===== src/sv/wrs_pkg.sv =====
// ----------------------------------------------------------------------------
// wrs_pkg
// Shared types and constants of the weighted residual statistics unit.
// ----------------------------------------------------------------------------
package wrs_pkg;

	// queue between front and back
	localparam int QDEPTH = 4;
	localparam int QAW    = $clog2(QDEPTH);
	localparam int QCW    = $clog2(QDEPTH + 1);

	// back end iterative units
	localparam int MUL_W       = 52;
	localparam int DIV_W       = 2 * MUL_W;
	localparam int SQRT_STEPS  = 32;

	localparam logic [31:0] INVALID_Q16 = 32'd65535345;
	localparam logic [39:0] ONE_SECOND  = 40'd65536;

	localparam logic RESULT_EVENT = 1'b0;
	localparam logic RESULT_DATA  = 1'b1;

	localparam logic REG_ZERO_WEIGHT  = 1'b0;
	localparam logic REG_EFF_UNKNOWNS = 1'b1;

	localparam logic [12:0] EFF_UNKNOWNS_RST = 13'd4;

	// one closed event, plus data totals when the data set ends with it
	typedef struct packed {
		logic               data_end;
		logic signed [39:0] ews;
		logic [63:0]        esq;
		logic [8:0]         ecnt;
		logic signed [51:0] tws;
		logic [63:0]        tsq;
		logic [18:0]        tcnt;
	} entry_t;

	typedef struct packed {
		logic               kind;
		logic signed [23:0] mean;
		logic [23:0]        rms;
		logic               norm;
		logic               susp;
		logic [8:0]         obs;
		logic [31:0]        dvar;
		logic [31:0]        msq;
		logic               dvalid;
		logic               last;
	} result_t;

	typedef enum logic [3:0] {
		ST_IDLE,
		ST_EV_START,
		ST_EV_MUL,
		ST_EV_DIV_S2,
		ST_EV_DIV_VAR,
		ST_EV_SQRT,
		ST_EV_DIV_MEAN,
		ST_EV_EMIT,
		ST_DT_START,
		ST_DT_MUL,
		ST_DT_DIV_S2,
		ST_DT_DIV_VAR,
		ST_DT_DIV_MSQ,
		ST_DT_EMIT
	} bst_t;

endpackage


===== src/sv/wrs_front.sv =====
// ----------------------------------------------------------------------------
// wrs_front
// Weights residuals and accumulates event and data sums; closed events go
// to the queue.
// ----------------------------------------------------------------------------
module wrs_front import wrs_pkg::*; (
	input  logic               clk,
	input  logic               arst_n,
	input  logic               push,
	output logic               full,
	input  logic signed [23:0] residual,
	input  logic [17:0]        weight,
	input  logic               event_end,
	input  logic               data_end,
	input  logic [QCW-1:0]     fifo_count,
	output logic               fifo_push,
	output entry_t             fifo_entry
);

	logic               valid_s1, valid_s2;
	logic signed [42:0] p_s1;
	logic               nz_s1, ev_s1, dt_s1;
	logic signed [26:0] rw_s2;
	logic [51:0]        sq_s2;
	logic               ev_s2, dt_s2;

	logic signed [39:0] ews_q;
	logic [63:0]        esq_q;
	logic [8:0]         ecnt_q;
	logic signed [51:0] tws_q;
	logic [63:0]        tsq_q;
	logic [18:0]        tcnt_q;

	logic               accept;
	logic [QCW-1:0]     pending;
	logic [41:0]        p_mag;
	logic [25:0]        m;
	logic signed [40:0] ews_sum;
	logic signed [39:0] ews_new;
	logic [64:0]        esq_sum;
	logic [63:0]        esq_new;
	logic [8:0]         ecnt_new;
	logic signed [52:0] tws_sum;
	logic signed [51:0] tws_new;
	logic [64:0]        tsq_sum;
	logic [63:0]        tsq_new;
	logic [18:0]        tcnt_new;
	logic               closes;

	// every word in flight may close an event, so reserve a slot for each
	assign pending = fifo_count + {{(QCW-1){1'b0}}, valid_s1} + {{(QCW-1){1'b0}}, valid_s2};
	assign full    = (pending >= QCW'(QDEPTH));
	assign accept  = push && !full;

	always_ff @(posedge clk or negedge arst_n) begin
		if (!arst_n) begin
			valid_s1 <= 1'b0;
			valid_s2 <= 1'b0;
		end else begin
			valid_s1 <= accept;
			valid_s2 <= valid_s1;
		end
	end

	always_ff @(posedge clk) begin
		p_s1  <= residual * $signed({1'b0, weight});
		nz_s1 <= (weight != 18'd0);
		ev_s1 <= event_end;
		dt_s1 <= data_end;
	end

	// round magnitude half away from zero
	assign p_mag = p_s1[42] ? 42'(-p_s1) : 42'(p_s1);
	assign m     = 26'((p_mag + 42'd32768) >> 16);

	always_ff @(posedge clk) begin
		if (nz_s1) begin
			rw_s2 <= p_s1[42] ? -$signed({1'b0, m}) : $signed({1'b0, m});
			sq_s2 <= m * m;
		end else begin
			rw_s2 <= '0;
			sq_s2 <= '0;
		end
		ev_s2 <= ev_s1;
		dt_s2 <= dt_s1;
	end

	always_comb begin
		ews_sum = {ews_q[39], ews_q} + {{14{rw_s2[26]}}, rw_s2};
		if (ews_sum[40] != ews_sum[39])
			ews_new = ews_sum[40] ? {1'b1, 39'd0} : {1'b0, {39{1'b1}}};
		else
			ews_new = ews_sum[39:0];
		esq_sum  = {1'b0, esq_q} + {13'd0, sq_s2};
		esq_new  = esq_sum[64] ? '1 : esq_sum[63:0];
		ecnt_new = (ecnt_q == '1) ? ecnt_q : ecnt_q + 9'd1;
		tcnt_new = (tcnt_q == '1) ? tcnt_q : tcnt_q + 19'd1;
		tws_sum  = {tws_q[51], tws_q} + {{13{ews_new[39]}}, ews_new};
		if (tws_sum[52] != tws_sum[51])
			tws_new = tws_sum[52] ? {1'b1, 51'd0} : {1'b0, {51{1'b1}}};
		else
			tws_new = tws_sum[51:0];
		tsq_sum = {1'b0, tsq_q} + {1'b0, esq_new};
		tsq_new = tsq_sum[64] ? '1 : tsq_sum[63:0];
	end

	assign closes    = ev_s2 || dt_s2;
	assign fifo_push = valid_s2 && closes;

	always_comb begin
		fifo_entry.data_end = dt_s2;
		fifo_entry.ews      = ews_new;
		fifo_entry.esq      = esq_new;
		fifo_entry.ecnt     = ecnt_new;
		fifo_entry.tws      = tws_new;
		fifo_entry.tsq      = tsq_new;
		fifo_entry.tcnt     = tcnt_new;
	end

	always_ff @(posedge clk or negedge arst_n) begin
		if (!arst_n) begin
			ews_q  <= '0;
			esq_q  <= '0;
			ecnt_q <= '0;
			tws_q  <= '0;
			tsq_q  <= '0;
			tcnt_q <= '0;
		end else if (valid_s2) begin
			if (closes) begin
				ews_q  <= '0;
				esq_q  <= '0;
				ecnt_q <= '0;
			end else begin
				ews_q  <= ews_new;
				esq_q  <= esq_new;
				ecnt_q <= ecnt_new;
			end
			if (dt_s2) begin
				tws_q  <= '0;
				tsq_q  <= '0;
				tcnt_q <= '0;
			end else begin
				tcnt_q <= tcnt_new;
				if (ev_s2) begin
					tws_q <= tws_new;
					tsq_q <= tsq_new;
				end
			end
		end
	end

endmodule


===== config.mk =====
export PLATFORM = sky130hd
export DESIGN_NAME = wrs_front
export DESIGN_NICKNAME = d
export VERILOG_FILES = /design/src/sv/wrs_pkg.sv /design/src/sv/wrs_front.sv
export SDC_FILE = /design/constraint.sdc
export NUM_CORES = 2
export LEC_CHECK = 0
export BUFFER_PORTS_ARGS = -buffer_cell sky130_fd_sc_hd__buf_2
export CORE_MARGIN = 3
export CORE_UTILIZATION = 55
export CTS_CLUSTER_SIZE = 25
export DETAILED_ROUTE_END_ITERATION = 16
export GPL_TIMING_DRIVEN = 0
export PLACE_DENSITY = 0.73
export SLEW_MARGIN = 5
export SYNTH_ARGS = -nofsm -noshare
export SYNTH_HDL_FRONTEND = slang
export SYNTH_SLANG_ARGS = --single-unit

===== constraint.sdc =====
create_clock -name clk -period 12.7 [get_ports clk]
set_input_delay 1.905 -clock clk [delete_from_list [all_inputs] [get_ports clk]]
set_output_delay 1.905 -clock clk [all_outputs]
set_load 0.01 [all_outputs]

# ---- After elaboration in Yosys (flattened, before gate mapping)
# Index checks and enable logic that the tools add are counted.
dict set report totals {
  ff_bits 377
  word_cells 61
  inputBits 50
}
dict set report op_classes {
  n_reduce_logical 8
  muxes 18
  magnitude_cmp 1
  eq_ne 4
  n_addsub 11
  n_mul 2
}
# cell n
set ops {}
lappend ops {{64-bit 2-to-1 mux} 5}
lappend ops {{52-bit 2-to-1 mux} 4}
lappend ops {{40-bit 2-to-1 mux} 3}
lappend ops {{64-bit by 52-bit adder with 65-bit output} 1}
lappend ops {{64-bit by 64-bit adder with 65-bit output} 1}
lappend ops {{52-bit by 40-bit adder with 53-bit output} 1}
lappend ops {{26-bit by 26-bit multiplier with 52-bit output} 1}
lappend ops {{24-bit by 19-bit multiplier with 43-bit output} 1}
lappend ops {{42-bit by 16-bit adder with 42-bit output, second input constant} 1}
lappend ops {{42-bit 2-to-1 mux} 1}
lappend ops {{42-bit negation} 1}
lappend ops {{40-bit by 27-bit adder with 41-bit output} 1}
lappend ops {{19-bit 2-to-1 mux} 2}
lappend ops {{26-bit negation with 27-bit output} 1}
lappend ops {{26-bit 2-to-1 mux} 1}
lappend ops {{19-bit by 1-bit adder with 19-bit output, second input constant} 1}
lappend ops {{19-bit equality test, second input constant} 1}
lappend ops {{9-bit 2-to-1 mux} 2}
lappend ops {{18-bit nonzero test} 1}
lappend ops {{9-bit by 1-bit adder with 9-bit output, second input constant} 1}
lappend ops {{9-bit equality test, second input constant} 1}
lappend ops {{3-bit by 1-bit adder with 3-bit output} 2}
lappend ops {{2-bit AND reduction} 2}
lappend ops {{3-bit >= comparator, second input constant} 1}
lappend ops {{other kinds (5)} 7}

# ---- Logic depth before layout (Yosys ltp)
dict set report depth {
  depth_word 8
  depth_mapped 45
}

# ---- Least setup slack after synthesis
# OpenSTA, ideal clock, no wires.
dict set report synth_timing {
  path_type {reg-to-reg}
  start {register p_s1[42]}
  end {register sq_s2[45]}
  arrival_ps 11218
  period_less_slack_ps 11345
  t_required_ps 12572
  setup_slack_ps 1355
  stages_incl_launch_ff 41
  path_cell_list {dfxtp_1 clkbuf_1 clkbuf_1 clkbuf_1 clkbuf_1 clkbuf_1 o21ai_0 xnor2_1 ha_1 nor4b_2 a31oi_1 or3_1 buf_2 or3_1 nand2_1 xnor2_1 clkinv_1 clkbuf_1 (+5 left out) fa_1 fa_1 inv_1 fa_1 inv_1 fa_1 ha_1 or3_1 or3_1 o211a_1 a221oi_1 o21bai_1 a31o_2 o211ai_1 o21ai_0 a41oi_1 xor2_1 nor2_1}
}
dict set report synth_via {
  elab_chain_cells 3
}
# element line_no
set synth_lines {}
lappend synth_lines {{start: declaration} wrs_front.sv:21} ;# logic signed [42:0] p_s1;
lappend synth_lines {{start signal: assignment} wrs_front.sv:66} ;# p_s1 <= residual * $signed({1'b0, weight});
lappend synth_lines {{42-bit 2-to-1 mux} wrs_front.sv:73} ;# assign p_mag = p_s1[42] ? 42'(-p_s1) : 42'(p_s1);
lappend synth_lines {{42-bit by 16-bit adder with 42-bit output} wrs_front.sv:74} ;# assign m = 26'((p_mag + 42'd32768) >> 16);
lappend synth_lines {{26-bit by 26-bit multiplier with 52-bit output} wrs_front.sv:79} ;# sq_s2 <= m * m;
lappend synth_lines {{end signal: assignment} wrs_front.sv:79}
lappend synth_lines {{end: declaration} wrs_front.sv:24} ;# logic [51:0] sq_s2;
# No other way between the ends.
# A chain may end at the register's enable or synchronous reset.

# ---- Worst setup path after layout
# Same ends and word-level chain as after synthesis.

==> summary.md <==
| Metric | Value |
|---|---|
| Post-synthesis compound-gate area fraction | `14.5%` |
| Final setup viols | `0` |
| Multiplexer share of the synthesized area | `0.289%` |
| Asr flop ratio synth | `66.7%` |
| Area share of the leading cell type in the synthesized netlist | `31.0%` |
| Rows | `121` |
| Max Fclk | `81.1 MHz` |
| Die area | `0.115 sq mm` |
| Global-route wire length before repair | `295000 microns` |
| Vias per cell | `5.82` |
| Routed WL | `188000 microns` |
| Most frequent CP cell | `fa_1` |
| Drt wl/cell | `21.3 microns` |
| Most common flop cell mapped by yosys | `dfrtp_1` |
| Vias in the first global route | `51900` |
| Max Clock Skew | `0.0317 ns` |
| Starting DRC count in detailed routing | `3946` |
| Post-DP HPWL | `157000 microns` |
| Final Worst Setup Slack | `0.375 ns` |
| CTS tree | `done` |
| Synth Instances | `6968` |
| Clock latency on the worst-skew pair | `0.62 ns` |
| Critical path type | `reg2reg` |
| Post-Synth XOR/XNOR Area | `5.21%` |
| Leading area contributor after synthesis | `fa_1` |
| Initial antenna violation count | `3` |
| Placed Instances | `8739` |
| Synthesized flop and latch total | `375` |
| Post-synthesis adder-cell area fraction | `41.6%` |
| Fin crit share | `97.0%` |
| Layout Nets | `8822` |
| DRC viols | `0` |
| HP Class | `reg2reg` |
| Clk buf depth | `3` |
| Rel. slew slack | `6.32%` |
| CP required | `13.18 ns` |
| Final core utilization | `60.5%` |
| IO Pins | `301` |
| Grt ovf | `0` |
| Largest net degree at the start of global routing | `107` |
| Drt pass-1 iters | `6` |
| CTS buffer count | `45` |
| Layout cells sized above 1 | `6.87%` |
| Critical path arrival | `12.81 ns` |
| Area contributors post-synth | `fa_1 (31%), ha_1 (11%), dfrtp_1 (10%)` |
| Main combinational cell family by area after synthesis | `adder cells` |
| Final Max Slew Viols | `0` |
| Setup WS pre-CTS | `-2.01 ns` |
| CP Capture Type | `flip-flop` |
| Die width | `339 microns` |
| Fin cells | `8826` |
| CTS root buf | `clkbuf_16` |
| Max stage delay cell, worst path | `clkbuf_1` |
| Core Region | `0.109 sq mm` |
| Die height | `339 microns` |
| Post-Syn Area per Cell | `8.76 sq um` |
| GRT Total Usage | `32.7%` |
| Startpoint Class | `flip-flop` |
| CTS Sinks | `375` |
| Simple-gate area share of the yosys netlist | `14.8%` |
| Synth cell types | `105` |
| YS warnings | `0` |
| PortBufs | `292` |
| Outcome | `finished, final reports clean` |
| Mapped Area | `0.0610 sq mm` |
| Vias | `51300` |
| Max Cap Viol | `0` |
| Number of flops mapped to enable cells by yosys | `0` |
| Area Overhead vs Synth | `8.48%` |
| Clock slew at reported path FFs | `0.07 ns` |
| Final Hold Fails | `0` |
| Crit path time final | `12.32 ns` |
| Detail Route Antenna Nets | `0` |
| Syn nets | `8479` |
| Sequential share of the synthesized area | `14.3%` |
| GPL Wtd Cong | `0.998` |
| Worst-Margin Slew | `1.40 ns` |
| Critical path fanouts, max | `19` |
| Initial Utilization | `55.8%` |
| Slowest stage delay, CP | `0.70 ns` |
| Htree depth | `2` |
[synthesized netlist by cell type (40+ instances only)]
cell type	number
dfxtp_1	125
clkbuf_1	254
a21oi_1	311
xor2_1	122
o21ai_0	292
nor2_1	453
nand2b_1	52
nand2_1	767
nor2b_1	40
nor3_1	70
o21bai_1	48
and3_1	44
dfrtp_1	250
and2_1	243
inv_1	1210
xnor2_1	234
a22o_1	183
o21a_1	42
a21o_1	158
ha_1	516
fa_1	945
nand3_1	85
[cell usage in the layout (no fill, tap or decap), types with 14 or more instances in the layout]
cell type,synthesis,layout
a211oi_1,36,35
a21o_1,158,158
a21oi_1,311,311
a22o_1,183,183
a31oi_1,35,35
and2_1,243,243
and3_1,44,44
and4_1,15,15
buf_2,16,308
clkbuf_1,254,240
clkbuf_16,0,48
dfrtp_1,250,250
dfxtp_1,125,125
fa_1,945,945
ha_1,516,516
inv_1,1210,1210
nand2_1,767,767
nand2b_1,52,52
nand3_1,85,85
nand4_1,37,37
nor2_1,453,452
nor2b_1,40,40
nor3_1,70,70
nor4_1,18,16
o211ai_1,23,23
o21a_1,42,42
o21ai_0,292,288
o21ai_1,10,14
o21bai_1,48,48
o2bb2ai_1,15,15
o31ai_1,27,27
or2_2,23,23
or3_1,24,24
xnor2_1,234,229
xor2_1,122,121
[layout make-up]
cell class	instances	area [sq um]
diodes	2	5.00
plain buffers	278	1110
clock buffers	59	1330
clock inverters	25	277
fillers	9720	43200
inverters	1223	4590
multi-input cells	5090	46700
flip-flops and latches	375	8760
well taps	1476	1850
repair buffers	298	1560
[flip-flops by register name, summed over array words and instances, names as in the netlist]
| name | cells |
|---|---|
| dt_s1 | 1 |
| dt_s2 | 1 |
| ecnt_q | 9 |
| esq_q | 64 |
| ev_s1 | 1 |
| ev_s2 | 1 |
| ews_q | 40 |
| nz_s1 | 1 |
| p_s1 | 43 |
| rw_s2 | 27 |
| sq_s2 | 50 |
| tcnt_q | 19 |
| tsq_q | 64 |
| tws_q | 52 |
| valid_s1 | 1 |
| valid_s2 | 1 |
[stage by stage]
stage	hold slack (ns)	setup TNS, ns	instance area (sq um)
after global routing	0.345	-0.0787	66200
final	0.329	0	66200
after CTS	0.333	0	66100
after detailed placement	0.316	-33.03	64500
after global placement	0.317	-74.95	64400
after floorplan	0.310	0	61000
[worst paths after layout]
kind / from / endpoint / slack [ns] / cells after the start
max in group asynchronous: arst_n / tws_q[19] / 10.08 / 3
min in group asynchronous: arst_n / tws_q[43] / 1.28 / 1
min reg2reg: dt_s1 / dt_s2 / 0.33 / 0
min: dt_s1 / dt_s2 / 0.33 / 0
max reg2reg: p_s1[42] / sq_s2[45] / 0.38 / 35
max: p_s1[42] / sq_s2[45] / 0.38 / 35
[layer usage]
layer | wire length (microns) | GRT usage [%]
met5 | 108 | 0.542
met4 | 7220 | 11.1
met3 | 18600 | 6.58
met2 | 84100 | 51.4
met1 | 78300 | 45.4
[kinds of logic (layout without fill, tap and decap cells)]
logic type               Yosys count  after routing
buffers and inverters           1503           1883
AO/OA/AOI/OAI                   1330           1330
adder cells (fa/ha/maj)         1462           1462
XOR/XNOR                         359            359
multiplexers                      17             17
other                              0              2
AND/OR/NAND/NOR                 1922           1922
flip-flops                       375            375
[critical path: cells and delay by family (launching register included)]
family / cells / cell delay (ns)
DFF: 1 / 0.47
buffers and inverters: 8 / 2.43
xor gates and xnor gates: 3 / 0.78
adders and majority gates: 9 / 4.09
AOI/OAI and AO/OA: 9 / 2.42
and+or+nand+nor: 6 / 1.96
[what timing repair did]
item,4_1_cts,5_1_grt
hold buffers,0,0
setup buffers,0,3
endpoints found under the setup margin,55,115
resized for setup,17,35
pin swaps,0,2
Power is left out: the tool's default activity adds up to more than one toggle a clock period on the data nets, which glitch-free logic cannot reach.
