File: src/sv/wrs_pkg.sv
// ----------------------------------------------------------------------------
// wrs_pkg
// Shared types and constants of the weighted residual statistics unit.
// ----------------------------------------------------------------------------
package wrs_pkg;

	// queue between front and back
	localparam int QDEPTH = 4;
	localparam int QAW    = $clog2(QDEPTH);
	localparam int QCW    = $clog2(QDEPTH + 1);

	// back end iterative units
	localparam int MUL_W       = 52;
	localparam int DIV_W       = 2 * MUL_W;
	localparam int SQRT_STEPS  = 32;

	localparam logic [31:0] INVALID_Q16 = 32'd65535345;
	localparam logic [39:0] ONE_SECOND  = 40'd65536;

	localparam logic RESULT_EVENT = 1'b0;
	localparam logic RESULT_DATA  = 1'b1;

	localparam logic REG_ZERO_WEIGHT  = 1'b0;
	localparam logic REG_EFF_UNKNOWNS = 1'b1;

	localparam logic [12:0] EFF_UNKNOWNS_RST = 13'd4;

	// one closed event, plus data totals when the data set ends with it
	typedef struct packed {
		logic               data_end;
		logic signed [39:0] ews;
		logic [63:0]        esq;
		logic [8:0]         ecnt;
		logic signed [51:0] tws;
		logic [63:0]        tsq;
		logic [18:0]        tcnt;
	} entry_t;

	typedef struct packed {
		logic               kind;
		logic signed [23:0] mean;
		logic [23:0]        rms;
		logic               norm;
		logic               susp;
		logic [8:0]         obs;
		logic [31:0]        dvar;
		logic [31:0]        msq;
		logic               dvalid;
		logic               last;
	} result_t;

	typedef enum logic [3:0] {
		ST_IDLE,
		ST_EV_START,
		ST_EV_MUL,
		ST_EV_DIV_S2,
		ST_EV_DIV_VAR,
		ST_EV_SQRT,
		ST_EV_DIV_MEAN,
		ST_EV_EMIT,
		ST_DT_START,
		ST_DT_MUL,
		ST_DT_DIV_S2,
		ST_DT_DIV_VAR,
		ST_DT_DIV_MSQ,
		ST_DT_EMIT
	} bst_t;

endpackage

File: src/sv/wrs_fifo.sv
// ----------------------------------------------------------------------------
// wrs_fifo
// Short queue of closed events between front and back end.
// ----------------------------------------------------------------------------
module wrs_fifo import wrs_pkg::*; (
	input  logic           clk,
	input  logic           arst_n,
	input  logic           push,
	input  entry_t         wdata,
	input  logic           pop,
	output entry_t         rdata,
	output logic           empty,
	output logic [QCW-1:0] count
);

	entry_t         mem_q [QDEPTH];
	logic [QAW-1:0] wr_q, rd_q;
	logic [QCW-1:0] cnt_q;

	always_ff @(posedge clk) begin
		if (push)
			mem_q[wr_q] <= wdata;
	end

	always_ff @(posedge clk or negedge arst_n) begin
		if (!arst_n) begin
			wr_q  <= '0;
			rd_q  <= '0;
			cnt_q <= '0;
		end else begin
			if (push)
				wr_q <= wr_q + 1'b1;
			if (pop)
				rd_q <= rd_q + 1'b1;
			if (push && !pop)
				cnt_q <= cnt_q + 1'b1;
			else if (pop && !push)
				cnt_q <= cnt_q - 1'b1;
		end
	end

	assign rdata = mem_q[rd_q];
	assign empty = (cnt_q == '0);
	assign count = cnt_q;

	a_no_overflow: assert property (@(posedge clk) disable iff (!arst_n)
		!(push && !pop && cnt_q == QCW'(QDEPTH)))
		else $error("word pushed into full queue");

	a_no_underflow: assert property (@(posedge clk) disable iff (!arst_n)
		!(pop && cnt_q == '0))
		else $error("word popped from empty queue");

	a_ptr_gap: assert property (@(posedge clk) disable iff (!arst_n)
		(cnt_q == QCW'(QDEPTH)) || (QAW'(cnt_q) == QAW'(wr_q - rd_q)))
		else $error("queue pointers and count disagree");

endmodule

File: config.mk
export PLATFORM = sky130hd
export DESIGN_NAME = wrs_fifo
export DESIGN_NICKNAME = d
export VERILOG_FILES = /design/src/sv/wrs_pkg.sv /design/src/sv/wrs_fifo.sv
export SDC_FILE = /design/constraint.sdc
export NUM_CORES = 1
export LEC_CHECK = 0
export BUFFER_PORTS_ARGS = -buffer_cell sky130_fd_sc_hd__buf_2
export CAP_MARGIN = 20
export CORE_AREA = 3 3 289 206
export CTS_BUF_LIST = sky130_fd_sc_hd__clkbuf_4 sky130_fd_sc_hd__clkbuf_8
export DETAILED_ROUTE_END_ITERATION = 10
export DIE_AREA = 0 0 292 209
export MAX_ROUTING_LAYER = met4
export PLACE_DENSITY_LB_ADDON = 0.05
export SKIP_CTS_REPAIR_TIMING = 1
export SYNTH_ARGS = -nofsm -noshare
export SYNTH_HDL_FRONTEND = slang
export SYNTH_SLANG_ARGS = --single-unit
File: constraint.sdc
create_clock -name clk -period 17.5 [get_ports clk]
set_input_delay 2.625 -clock clk [delete_from_list [all_inputs] [get_ports clk]]
set_output_delay 2.625 -clock clk [all_outputs]
set_load 0.01 [all_outputs]
== Yosys cells after proc, flatten, opt, wreduce, memory -nomap -nowiden ==
Memory sizes are Yosys's and may differ from the RTL's.
Index checks and enable logic that the tools add are counted.

* Register bits: 7
* Memory bits (writable): 996
* Bits of input ports: 253
* Output and inout port bits: 253
* Logic and storage cells: 18
* Memories: 1

{| class="wikitable"
|+ Memory list
! memory !! words !! bits a word !! read ports !! clocked after Yosys merged registers in !! write ports !! line !! text
|-
| mem_q || 4 || 249 || 1 || 0 || 1 || wrs_fifo.sv:16 || <nowiki>entry_t mem_q [QDEPTH];</nowiki>
|}

* Add/subtract/negate cells: 4
* Mux-type cells: 4
* Reduce and logical (&&, ||, !) cells: 6

{| class="wikitable"
|+ Operators by type and width
! kind !! count
|-
| $mux W3 || 2
|-
| $add A2 B1 Y2 const B || 2
|-
| $add A3 B1 Y3 const B || 1
|-
| $logic_not A3 Y1 || 1
|-
| $sub A3 B1 Y3 const B || 1
|-
| $logic_and A1 B1 Y1 || 2
|-
| $logic_not A1 Y1 || 2
|-
| $mux W1 || 2
|-
| $reduce_bool A2 Y1 || 1
|}

== Logic depth before layout (Yosys ltp) ==
Gate-level depths: netlist (run 1).

* Word-level depth: 4
* Depth in mapped cells: 7
* Gate-level depth less buffers: 7

== Least setup slack after synthesis (run 1) ==
OpenSTA, ideal clock, no wires.

* Kind: input port to flip-flop
* Start point: in push
* End point: mem mem_q[0][0] in the netlist's numbering (enable)
* Library setup time: 0.640 ns
* Arrival time: 8.255 ns
* Data required time: 16.860 ns
* Setup slack: 8.605 ns
* Stages on the path: 1
* Path buffers: 0
* Cell sequence: and2_1

* Cells in the longest elaborated chain, start to end: 2

{| class="wikitable"
|+ RTL lines
! what !! line !! text
|-
| from (decl) || wrs_fifo.sv:8 || <nowiki>input logic push,</nowiki>
|-
| $mux W1 || wrs_fifo.sv:21 || <nowiki>if (push)</nowiki>
|-
| $mux W1 (implied by the code) || wrs_fifo.sv:22 || <nowiki>mem_q[wr_q] <= wdata;</nowiki>
|-
| to (decl) || wrs_fifo.sv:16 ||
|}

No other way between the ends.

==> results of run 1 <==
routing by layer:
layer | global-route usage (%) | up-vias | share of wire, %
met3 | 8.97 | 93 | 9.2
met5 | - | - | 0
li1 | - | 7111 | -
met1 | 30.8 | 8625 | 37
met4 | 8.96 | 0 | 2.1
met2 | 37.7 | 517 | 51
report_power, final:
part           switching (mW)  internal, mW
registers               0.143          3.14
clock network           0.818         0.897
logic                    1.13         0.905
total                    2.09          4.95
flip-flops by register name (all words and copies together), names as in the netlist:
name,cells
mem_q,996
count,3
rd_q,2
wr_q,2
layout make-up:
class                      count  area [um^2]  share of cell area [%]
inverter                       4         15.0                  0.0355
clock inverter                53          297                   0.700
antenna                       39         97.6                   0.230
multi-input combinational    271         5810                    13.7
tap                          750          938                    2.22
sequential                  1003        30100                    71.1
timing repair buffer         520         2720                    6.41
clock buffer                 194         2380                    5.61
final timing paths:
kind	from	endpoint	depth (start not counted)
max	rd_q[0]	rdata[79]	3
max in group asynchronous	arst_n	rd_q[0]	1
min in group asynchronous	arst_n	count[2]	1
max reg2reg	wr_q[0]	mem_q[3][90]	3
min	count[2]	count[2]	1
min reg2reg	count[2]	count[2]	1
stage by stage:
stage	instances	worst slack, ps
after global placement	2547	11930
after global routing	2826	11070
final	2834	11450
after detailed placement	2547	11930
after floorplan	1334	8610
after CTS	2794	11150
worst max-delay path, cell delays in order, from the launching register on:
cell and delay, ps:
dfrtp_4 990, buf_4 850, mux4_2 620, buf_2 160
Yosys cell counts, drive strengths merged:
cell	count	area [um^2]
xor2	4	35.0
buf	49	383
ha	5	62.6
nor2	1	3.75
dfrtp	7	175
xnor2	2	17.5
fa	1	20.0
mux2	1	11.3
clkbuf	7	26.3
mux4	249	5610
nor3	1	5.00
edfxtp	996	29900
nand2	2	7.51
and2	4	25.0
o21ai	1	5.00
inv	4	15.0
placed cells by master, fill, tap and decap left out, types with 5 or more instances in the layout:
master      count
diode_2        39
edfxtp_1      996
clkinv_2        8
buf_4           9
clkinvlp_4      5
ha_1            5
mux4_2        249
clkinv_1       32
buf_2         505
clkbuf_8      147
clkbuf_4       47
dfrtp_1         5
buf_12          6
cells by family (layout without fill, tap and decap cells):
group,after synthesis,after routing,synth area share (%)
AOI/OAI and AO/OA,1,1,0.0138
xor gates and xnor gates,6,6,0.145
adders and majority gates,6,6,0.227
buffers and inverters,60,771,1.17
DFF,1003,1003,82.9
muxes,250,250,15.5
other,0,39,0
and+or+nand+nor,8,8,0.114
==> metrics.yaml, run 1 <==
run_status:
  status: "finished, final reports clean"
clocking:
  numCtsBuffers: 143
  worstSkewPairLatency_ps: 710
  clk_pin_slew_worst_paths_ps: 60
  cts_buffer_depth: 3
  clockRootBuffer: "clkbuf_8"
  cts_tree: "done"
  cts_sinks: 1003
  cts_max_level: 4
timing:
  hold_ws_ps: 518
  fin_setup_tns_ps: 0
  timing.fmax_ghz: 0.165
  rsz0062_at_grt: "false"
  hold_viol_final: 0
  clock_skew_ps: 25.3
  worst_pin_slew_ps: 1090
  maxSlewHeadroom_pct: 27.6
  period_needed_ps: 6050
  setup_viol: 0
  slew_violations: 0
  period_share_pct: 34.6
floorplanning:
  initial_core_util_pct: 64.0
  die_h_um: 209
  io_pins: 506
  dieArea_um2: 61000
  rows: 73
  core_area_um2: 56700
  die_x_um: 292
critical_path:
  worst_ep_arrival_time_ps: 3430
  worstSetupStartpointType: "register"
  reg2reg_slack_ps: 14800
  cp_max_fo: 47
  cp_data_required_time_ps: 14880
  setup.worst_path.end_class: "primary output"
  worstSetupPathType: "register to primary output"
layout:
  n_fill_cell: 3159
  drive_gt1_share_pct: 48.5
  postLayoutCoreUtil_pct: 74.6
  nNetsFinal: 2202
  syn_to_final_growth_pct: 16.6
  design_area_um2: 42300
hold_path:
  hp-class: "register to register"
drt:
  ant_nets: 0
  drt-total-wl_um: 71300
  wl_per_cell_um: 25.2
  firstDrtPassIters: 7
  num_vias: 16346
  vias_per_cell: 5.77
  drt_iter0_drc: 1155
  drc_errors: 0
place:
  postPlaceCellArea_um2: 39600
  gp_congestion: 0.805
  dpl.hpwl_um: 43000
  portBuffers: 505
grt:
  grt_pass1_vias: 17354
  antenna_found_initial: 32
  grt_max_degree: 151
  gr-total-overflow: 0
  grt_usage_pct: 24.6
  grt_pass1_wl_um: 107000
pwr:
  p_total_mw: 7.04
  ir_drop_mv: 0.128
  leakage_nw: 14.4
  power.density_nw_per_um2: 166
synthesis:
  syn_area_um2: 36300
  syn_nets: 1593
  netlist_instances: 1334
  syn_avg_cell_area_um2: 27.2
  ys_types: 17
  ys_ff_latch: 1003
  yosysSeqAreaShare_pct: 82.9
  ys_warn_count: 0
run:
  drv_cap: 0
(Power assumes the default switching activity.)
==> run 2: changes to the inputs <==
--- a/config.mk
+++ b/config.mk
@@ -7,10 +7,10 @@
 export LEC_CHECK = 0
 export BUFFER_PORTS_ARGS = -buffer_cell sky130_fd_sc_hd__buf_2
 export CAP_MARGIN = 20
-export CORE_AREA = 3 3 289 206
+export CORE_AREA = 3 3 317 225
 export CTS_BUF_LIST = sky130_fd_sc_hd__clkbuf_4 sky130_fd_sc_hd__clkbuf_8
 export DETAILED_ROUTE_END_ITERATION = 10
-export DIE_AREA = 0 0 292 209
+export DIE_AREA = 0 0 320 228
 export MAX_ROUTING_LAYER = met4
 export PLACE_DENSITY_LB_ADDON = 0.05
 export SKIP_CTS_REPAIR_TIMING = 1
==> constraint.sdc (replaced) <==
create_clock -name clk -period 4.9 [get_ports clk]
set_input_delay 0.735 -clock clk [delete_from_list [all_inputs] [get_ports clk]]
set_output_delay 0.735 -clock clk [all_outputs]
set_load 0.01 [all_outputs]
==> metrics.yaml, run 2 (synthesized netlist as in run 1, its figures left out) <==
run_status:
  status: "finished, final reports clean"
floorplanning:
  io_pins: 506  # unchanged
  initial_core_util_pct: 53.2  # -11 points
  die_h_um: 228  # +9.1%
  die_x_um: 320  # +9.6%
  rows: 80  # +9.6%
  dieArea_um2: 73000  # +20%
  core_area_um2: 68300  # +20%
timing:
  maxSlewHeadroom_pct: 43.0  # +15 points
  hold_viol_final: 0  # unchanged
  worst_pin_slew_ps: 855  # -231 ps
  slew_violations: 0  # unchanged
  setup_ws_ps: 1160  # -10290 ps
  fin_setup_tns_ps: 0  # unchanged
  rsz0062_at_grt: "false"
  clock_skew_ps: 33.3  # +8.00 ps
  period_share_pct: 76.3
  hold_ws_ps: 180  # -337 ps
  timing.fmax_ghz: 0.268
  period_needed_ps: 3740
  setup_viol: 0  # unchanged
pwr:
  ir_drop_mv: 0.338  # +160%
  power.density_nw_per_um2: 596  # +260%
  leakage_nw: 14.6  # +1.3%
layout:
  top_register: "mem_q"
  design_area_um2: 42900  # +1.3%
  multiInputGateArea_um2: 5810  # unchanged
  postLayoutCoreUtil_pct: 62.8  # -12 points
  drive_gt1_share_pct: 48.9  # +0.43 points
  regArea_um2: 30100  # unchanged
  layout_commonest_cell: "edfxtp_1"
  nNetsFinal: 2227  # +1.1%
  syn_to_final_growth_pct: 18.2
  layout_common_cells: "edfxtp_1 (996), buf_2 (505), mux4_2 (249)"
  n_fill_cell: 4766  # +51%
  largest_reg_flops: 996  # unchanged
critical_path:
  r2r_start: "wr_q[0]"
  worst_ep_arrival_time_ps: 3000  # -430 ps
  cp_data_required_time_ps: 4160  # -10720 ps
  worstSetupStartpointType: "register"
  rr_worst_depth: 4  # +1
  r2r-end: "mem_q[0][92]"
  worstSetupPathType: "register to primary output"
  cp_max_fo: 38  # -19%
  setup.worst_path.end_class: "primary output"
  reg2reg_slack_ps: 2600  # -12200 ps
place:
  dp_slack_ps: 1880  # -10050 ps
  postPlaceCellArea_um2: 40000  # +1.2%
  gp_congestion: 0.751  # -6.8%
  dpl.hpwl_um: 46100  # +7.2%
  portBuffers: 505  # unchanged
clocking:
  cts_sinks: 1003  # unchanged
  numCtsBuffers: 149  # +4.2%
  worstSkewPairLatency_ps: 770  # +60 ps
  clockRootBuffer: "clkbuf_8"
  cts_max_level: 4  # unchanged
  clk_pin_slew_worst_paths_ps: 60  # about the same
  cts_tree: "done"
  cts_buffer_depth: 3  # unchanged
grt:
  gr-total-overflow: 0  # unchanged
  gr-usage-met3_pct: 6.92  # -2.0 points
  grtUsageMet2_pct: 33.2  # -4.6 points
  grt_max_degree: 111  # -26%
  gr-max-usage-layer: "met2"
  grt_usage_pct: 21.5  # -3.1 points
  grt_pass1_vias: 17502  # +0.85%
  antenna_found_initial: 28  # -13%
  grt_pass1_wl_um: 112000  # +4.3%
  gr-usage-met1_pct: 27.3  # -3.5 points
hold_path:
  hp-class: "primary input to register"
  holdPathStages: 1  # unchanged
  hold_end: "mem_q[2][232]"
  hold_start: "wdata[232]"
drt:
  num_vias: 16391  # +0.28%
  vias_per_cell: 5.44  # -5.7%
  ant_nets: 0  # unchanged
  drt-total-wl_um: 74600  # +4.6%
  wl_per_cell_um: 24.8  # -1.6%
  firstDrtPassIters: 4  # -3
  drc_errors: 0  # unchanged
  drt_iter0_drc: 1207  # +4.5%
run:
  drv_cap: 0  # unchanged
## run 2: cell count changes in the layout (fill, tap and decap cells not counted), sizes merged
cell	change
buf	+18
clkinv	+9
diode	-7
clkbuf	+6
inv	-3
bufinv	+1
clkinvlp	+1
dlygate4sd3	+1
## run 2: worst max path at each step
| stage | endpoint | start | slack [ps] | cells past startpoint |
|---|---|---|---|---|
| final | rdata[119] | rd_q[0] | 1160 | 3 |
| after global routing | rdata[111] | rd_q[0] | 900 | 3 |
| after CTS | rdata[119] | rd_q[0] | 990 | 3 |
| after detailed placement | rdata[119] | rd_q[0] | 1880 | 3 |
| after global placement | rdata[119] | rd_q[0] | 1900 | 3 |
| after floorplan | mem_q[1][0] | push | 650 | 1 |
## run 2: worst max-delay path: stages (launching register included)
cell,delay [ps]
dfrtp_4,970
buf_4,480
mux4_2,570
buf_2,160
## run 2: per-layer routing
| layer | wire, um | up-vias |
|---|---|---|
| met2 | 37700 | 494 |
| met1 | 29400 | 8663 |
| met5 | 0 | - |
| li1 | - | 7147 |
| met4 | 1310 | 0 |
| met3 | 6180 | 87 |
## run 2: stage by stage
step | instances | power (mW)
floorplan | 1334 | 16.7
CTS | 2979 | 26.1
global placement | 2718 | 19.5
finish | 3012 | 25.6
detailed placement | 2718 | 19.6
global route | 3005 | 26.9
## run 2: final cells by class
cell class / count / share of cell area, %
Clock inverter: 61 / 0.790
Tap cell: 902 / 2.63
Multi-Input combinational cell: 271 / 13.5
Inverter: 4 / 0.0350
Timing Repair Buffer: 539 / 6.93
Sequential cell: 1003 / 70.1
Antenna cell: 32 / 0.187
Clock buffer: 200 / 5.75
## run 2: power breakdown
group | switching [mW] | internal (mW)
clock | 3.00 | 3.37
sequential | 0.480 | 11.2
combinational | 4.16 | 3.35
==> run 3: changes to the inputs <==
--- a/config.mk
+++ b/config.mk
@@ -5,12 +5,13 @@
 export SDC_FILE = /design/constraint.sdc
 export NUM_CORES = 1
 export LEC_CHECK = 0
+export ABC_AREA = 1
 export BUFFER_PORTS_ARGS = -buffer_cell sky130_fd_sc_hd__buf_2
 export CAP_MARGIN = 20
-export CORE_AREA = 3 3 317 225
+export CORE_AREA = 3 3 316 225
 export CTS_BUF_LIST = sky130_fd_sc_hd__clkbuf_4 sky130_fd_sc_hd__clkbuf_8
 export DETAILED_ROUTE_END_ITERATION = 10
-export DIE_AREA = 0 0 320 228
+export DIE_AREA = 0 0 319 228
 export MAX_ROUTING_LAYER = met4
 export PLACE_DENSITY_LB_ADDON = 0.05
 export SKIP_CTS_REPAIR_TIMING = 1
==> constraint.sdc (replaced) <==
create_clock -name clk -period 3.6 [get_ports clk]
set_input_delay 0.54 -clock clk [delete_from_list [all_inputs] [get_ports clk]]
set_output_delay 0.54 -clock clk [all_outputs]
set_load 0.01 [all_outputs]
==> metrics.yaml, run 3 <==
critical_path:
  crit_path_start: "rd_q[1]"
  worst_ep_arrival_time_ps: 2780  # -220 ps
  r2r_start: "wr_q[0]"
  crit_buf_inv: 3  # +1
  worstSetupStartpointType: "register"
  path_delay_family: "buffers and inverters"
  rr_worst_depth: 5  # +1
  cp_max_fo: 107  # +180%
  crit_slowest_cell: "buf_4"
  cp_data_required_time_ps: 3060  # -1100 ps
  worstPathCellList: "buf_12 > buf_4 > o211ai_1 > nand2_1 > buf_2"
  path_depth: 5  # +2
  setup.worst_path.end_class: "primary output"
  worst_path_largest_cell_delay_ps: 530  # -440 ps
  worstSetupPathType: "register to primary output"
drt:
  num_vias: 25194  # +54%
  drc_errors: 0  # unchanged
  route.met3.wl_um: 6850  # +11%
  ant_nets: 0  # unchanged
  met2WireLength_um: 46400  # +23%
  wl_per_cell_um: 19.4  # -21%
  highest_layer: "met4"
  vias_per_cell: 5.28  # -2.9%
  drt-total-wl_um: 92700  # +24%
  drt_iter0_drc: 2096  # +74%
  drt-met1-wl_um: 37700  # +28%
  firstDrtPassIters: 8  # +4
place:
  dpl.hpwl_um: 57600  # +25%
  gp_congestion: 0.850  # +13%
  dp.cells: 4246  # +56%
  dp_slack_ps: 997  # -885 ps
  portBuffers: 505  # unchanged
  postPlaceCellArea_um2: 44300  # +11%
pwr:
  power.density_nw_per_um2: 796  # +34%
  p_total_mw: 39.6  # +55%
  ir_drop_mv: 0.657  # +95%
  leakage_nw: 20.1  # +38%
grt:
  grt_pass1_wl_um: 139000  # +24%
  grt_max_degree: 113  # +1.8%
  gr-total-overflow: 0  # unchanged
  grt_pass1_vias: 23534  # +34%
  grt_usage_pct: 25.7  # +4.2 points
  antenna_found_initial: 14  # -50%
synthesis:
  ys_ff_latch: 1003  # unchanged
  synth_largest_area_cell: "edfxtp_1"
  synthFlopType: "edfxtp_1"
  synth_commonest_cells: "edfxtp_1 (996), nand2_1 (760), inv_1 (509)"
  synth_edf_count: 996  # unchanged
  netlist_instances: 2952  # +120%
  syn_area_um2: 40800  # +12%
  synth_most_common_cell: "edfxtp_1"
  synthArstFlopShare_pct: 0.698  # unchanged
  syn_avg_cell_area_um2: 13.8  # -49%
  syn_nets: 3211  # +100%
  yosysTopAreaCellShare_pct: 73.4  # -9.0 points
  synth.area.top_cells: "edfxtp_1 (73%), nand2_1 (7.0%), o211ai_2 (6.1%), o211ai_1 (5.5%), inv_1 (4.7%)"
  yosysSeqAreaShare_pct: 73.8  # -9.0 points
  ys_types: 20  # +3
  ys_warn_count: 0  # unchanged
floorplanning:
  dieArea_um2: 72700  # -0.31%
  rows: 80  # unchanged
  io_pins: 506  # unchanged
  die_x_um: 319  # -0.31%
  die_h_um: 228  # unchanged
  initial_core_util_pct: 60.0  # +6.8 points
  core_area_um2: 68000  # -0.44%
clocking:
  cts_buffer_depth: 3  # unchanged
  clockRootBuffer: "clkbuf_8"
  cts_tree: "done"
  numCtsBuffers: 147  # -1.3%
  worstSkewPairLatency_ps: 790  # +20 ps
  cts_max_level: 4  # unchanged
  cts_sinks: 1003  # unchanged
  clk_pin_slew_worst_paths_ps: 60  # about the same
timing:
  period_needed_ps: 3320
  hold_viol_final: 0  # unchanged
  worst_pin_slew_ps: 870  # +15.1 ps
  rsz0062_at_grt: "false"
  fin_setup_tns_ps: 0  # unchanged
  maxSlewHeadroom_pct: 41.9  # -1.1 points
  clock_skew_ps: 22.8  # -10.6 ps
  slew_violations: 0  # unchanged
  setup_viol: 0  # unchanged
  setup_ws_ps: 280  # -883 ps
  timing.fmax_ghz: 0.301
  period_share_pct: 92.2
layout:
  layout_commonest_cell: "edfxtp_1"
  final_cells: 4770  # +58%
  drive_gt1_share_pct: 26.0  # -23 points
  regArea_um2: 30100  # unchanged
  n_fill_cell: 4418  # -7.3%
  design_area_um2: 49700  # +16%
  largest_reg_flops: 996  # unchanged
  multiInputGateArea_um2: 7760  # +34%
  nNetsFinal: 4002  # +80%
  layout_common_cells: "edfxtp_1 (996), nand2_1 (756), inv_1 (505), buf_2 (505), o211ai_1 (298)"
  syn_to_final_growth_pct: 21.9
  top_register: "mem_q"
hold_path:
  hp-class: "primary input to register"
  holdPathStages: 1  # unchanged
  hold_start: "wdata[76]"
run_status:
  status: "finished, final reports clean"
run:
  drv_cap: 0  # unchanged
==> run 3: cell type report <==
cell class | instances | share of cell area, %
clock inverter | 49 | 0.645
sequential | 1003 | 60.6
clock buffer | 210 | 5.10
inverter | 510 | 3.91
multi-input combinational | 1272 | 15.6
timing repair buffer | 809 | 11.8
antenna | 15 | 0.0756
tap | 902 | 2.27
==> run 3: per-stage QoR <==
| stage | hold slack, ps | util (%) |
|---|---|---|
| final | 40.2 | 73.1 |
| after global routing | -4.41 | 73.1 |
| after floorplan | 244 | - |
| after global placement | 401 | 65.2 |
| after detailed placement | 409 | 65.2 |
| after CTS | -473 | 69.4 |
==> run 3: cells by family after synthesis <==
| family | after synthesis | share of synthesized area (%) |
|---|---|---|
| xor gates and xnor gates | 4 | 0.0860 |
| buffers and inverters | 677 | 7.21 |
| adders and majority gates | 6 | 0.203 |
| DFF | 1003 | 73.8 |
| and+or+nand+nor | 763 | 7.04 |
| AOI/OAI and AO/OA | 499 | 11.6 |
==> run 3: power breakdown <==
part / total, mW / switching, mW / internal, mW
Sequential: 15.9 / 0.647 / 15.3
Clock: 8.91 / 4.17 / 4.74
Combinational: 14.7 / 9.71 / 5.01
==> run 3: worst paths after layout <==
path                            endpoint  slack, ps
max in group asynchronous        rd_q[0]       3240
min in group asynchronous        rd_q[1]        140
min                         mem_q[1][76]         40
max                           rdata[108]        280
min reg2reg                      wr_q[0]        530
max reg2reg                mem_q[0][248]       1350
==> run 3: worst reg2reg max path, stage by stage, from the launching register on <==
cell,delay [ps]
dfrtp_1,400
inv_1,80
ha_1,230
nand2_4,70
clkinvlp_4,680
buf_4,520
==> run 3: per-layer routing <==
| metal | up-vias | track usage, % |
|---|---|---|
| met5 | - | - |
| met4 | 0 | 8.20 |
| met3 | 134 | 7.95 |
| met2 | 853 | 40.7 |
| met1 | 12265 | 32.0 |
| li1 | 11942 | - |
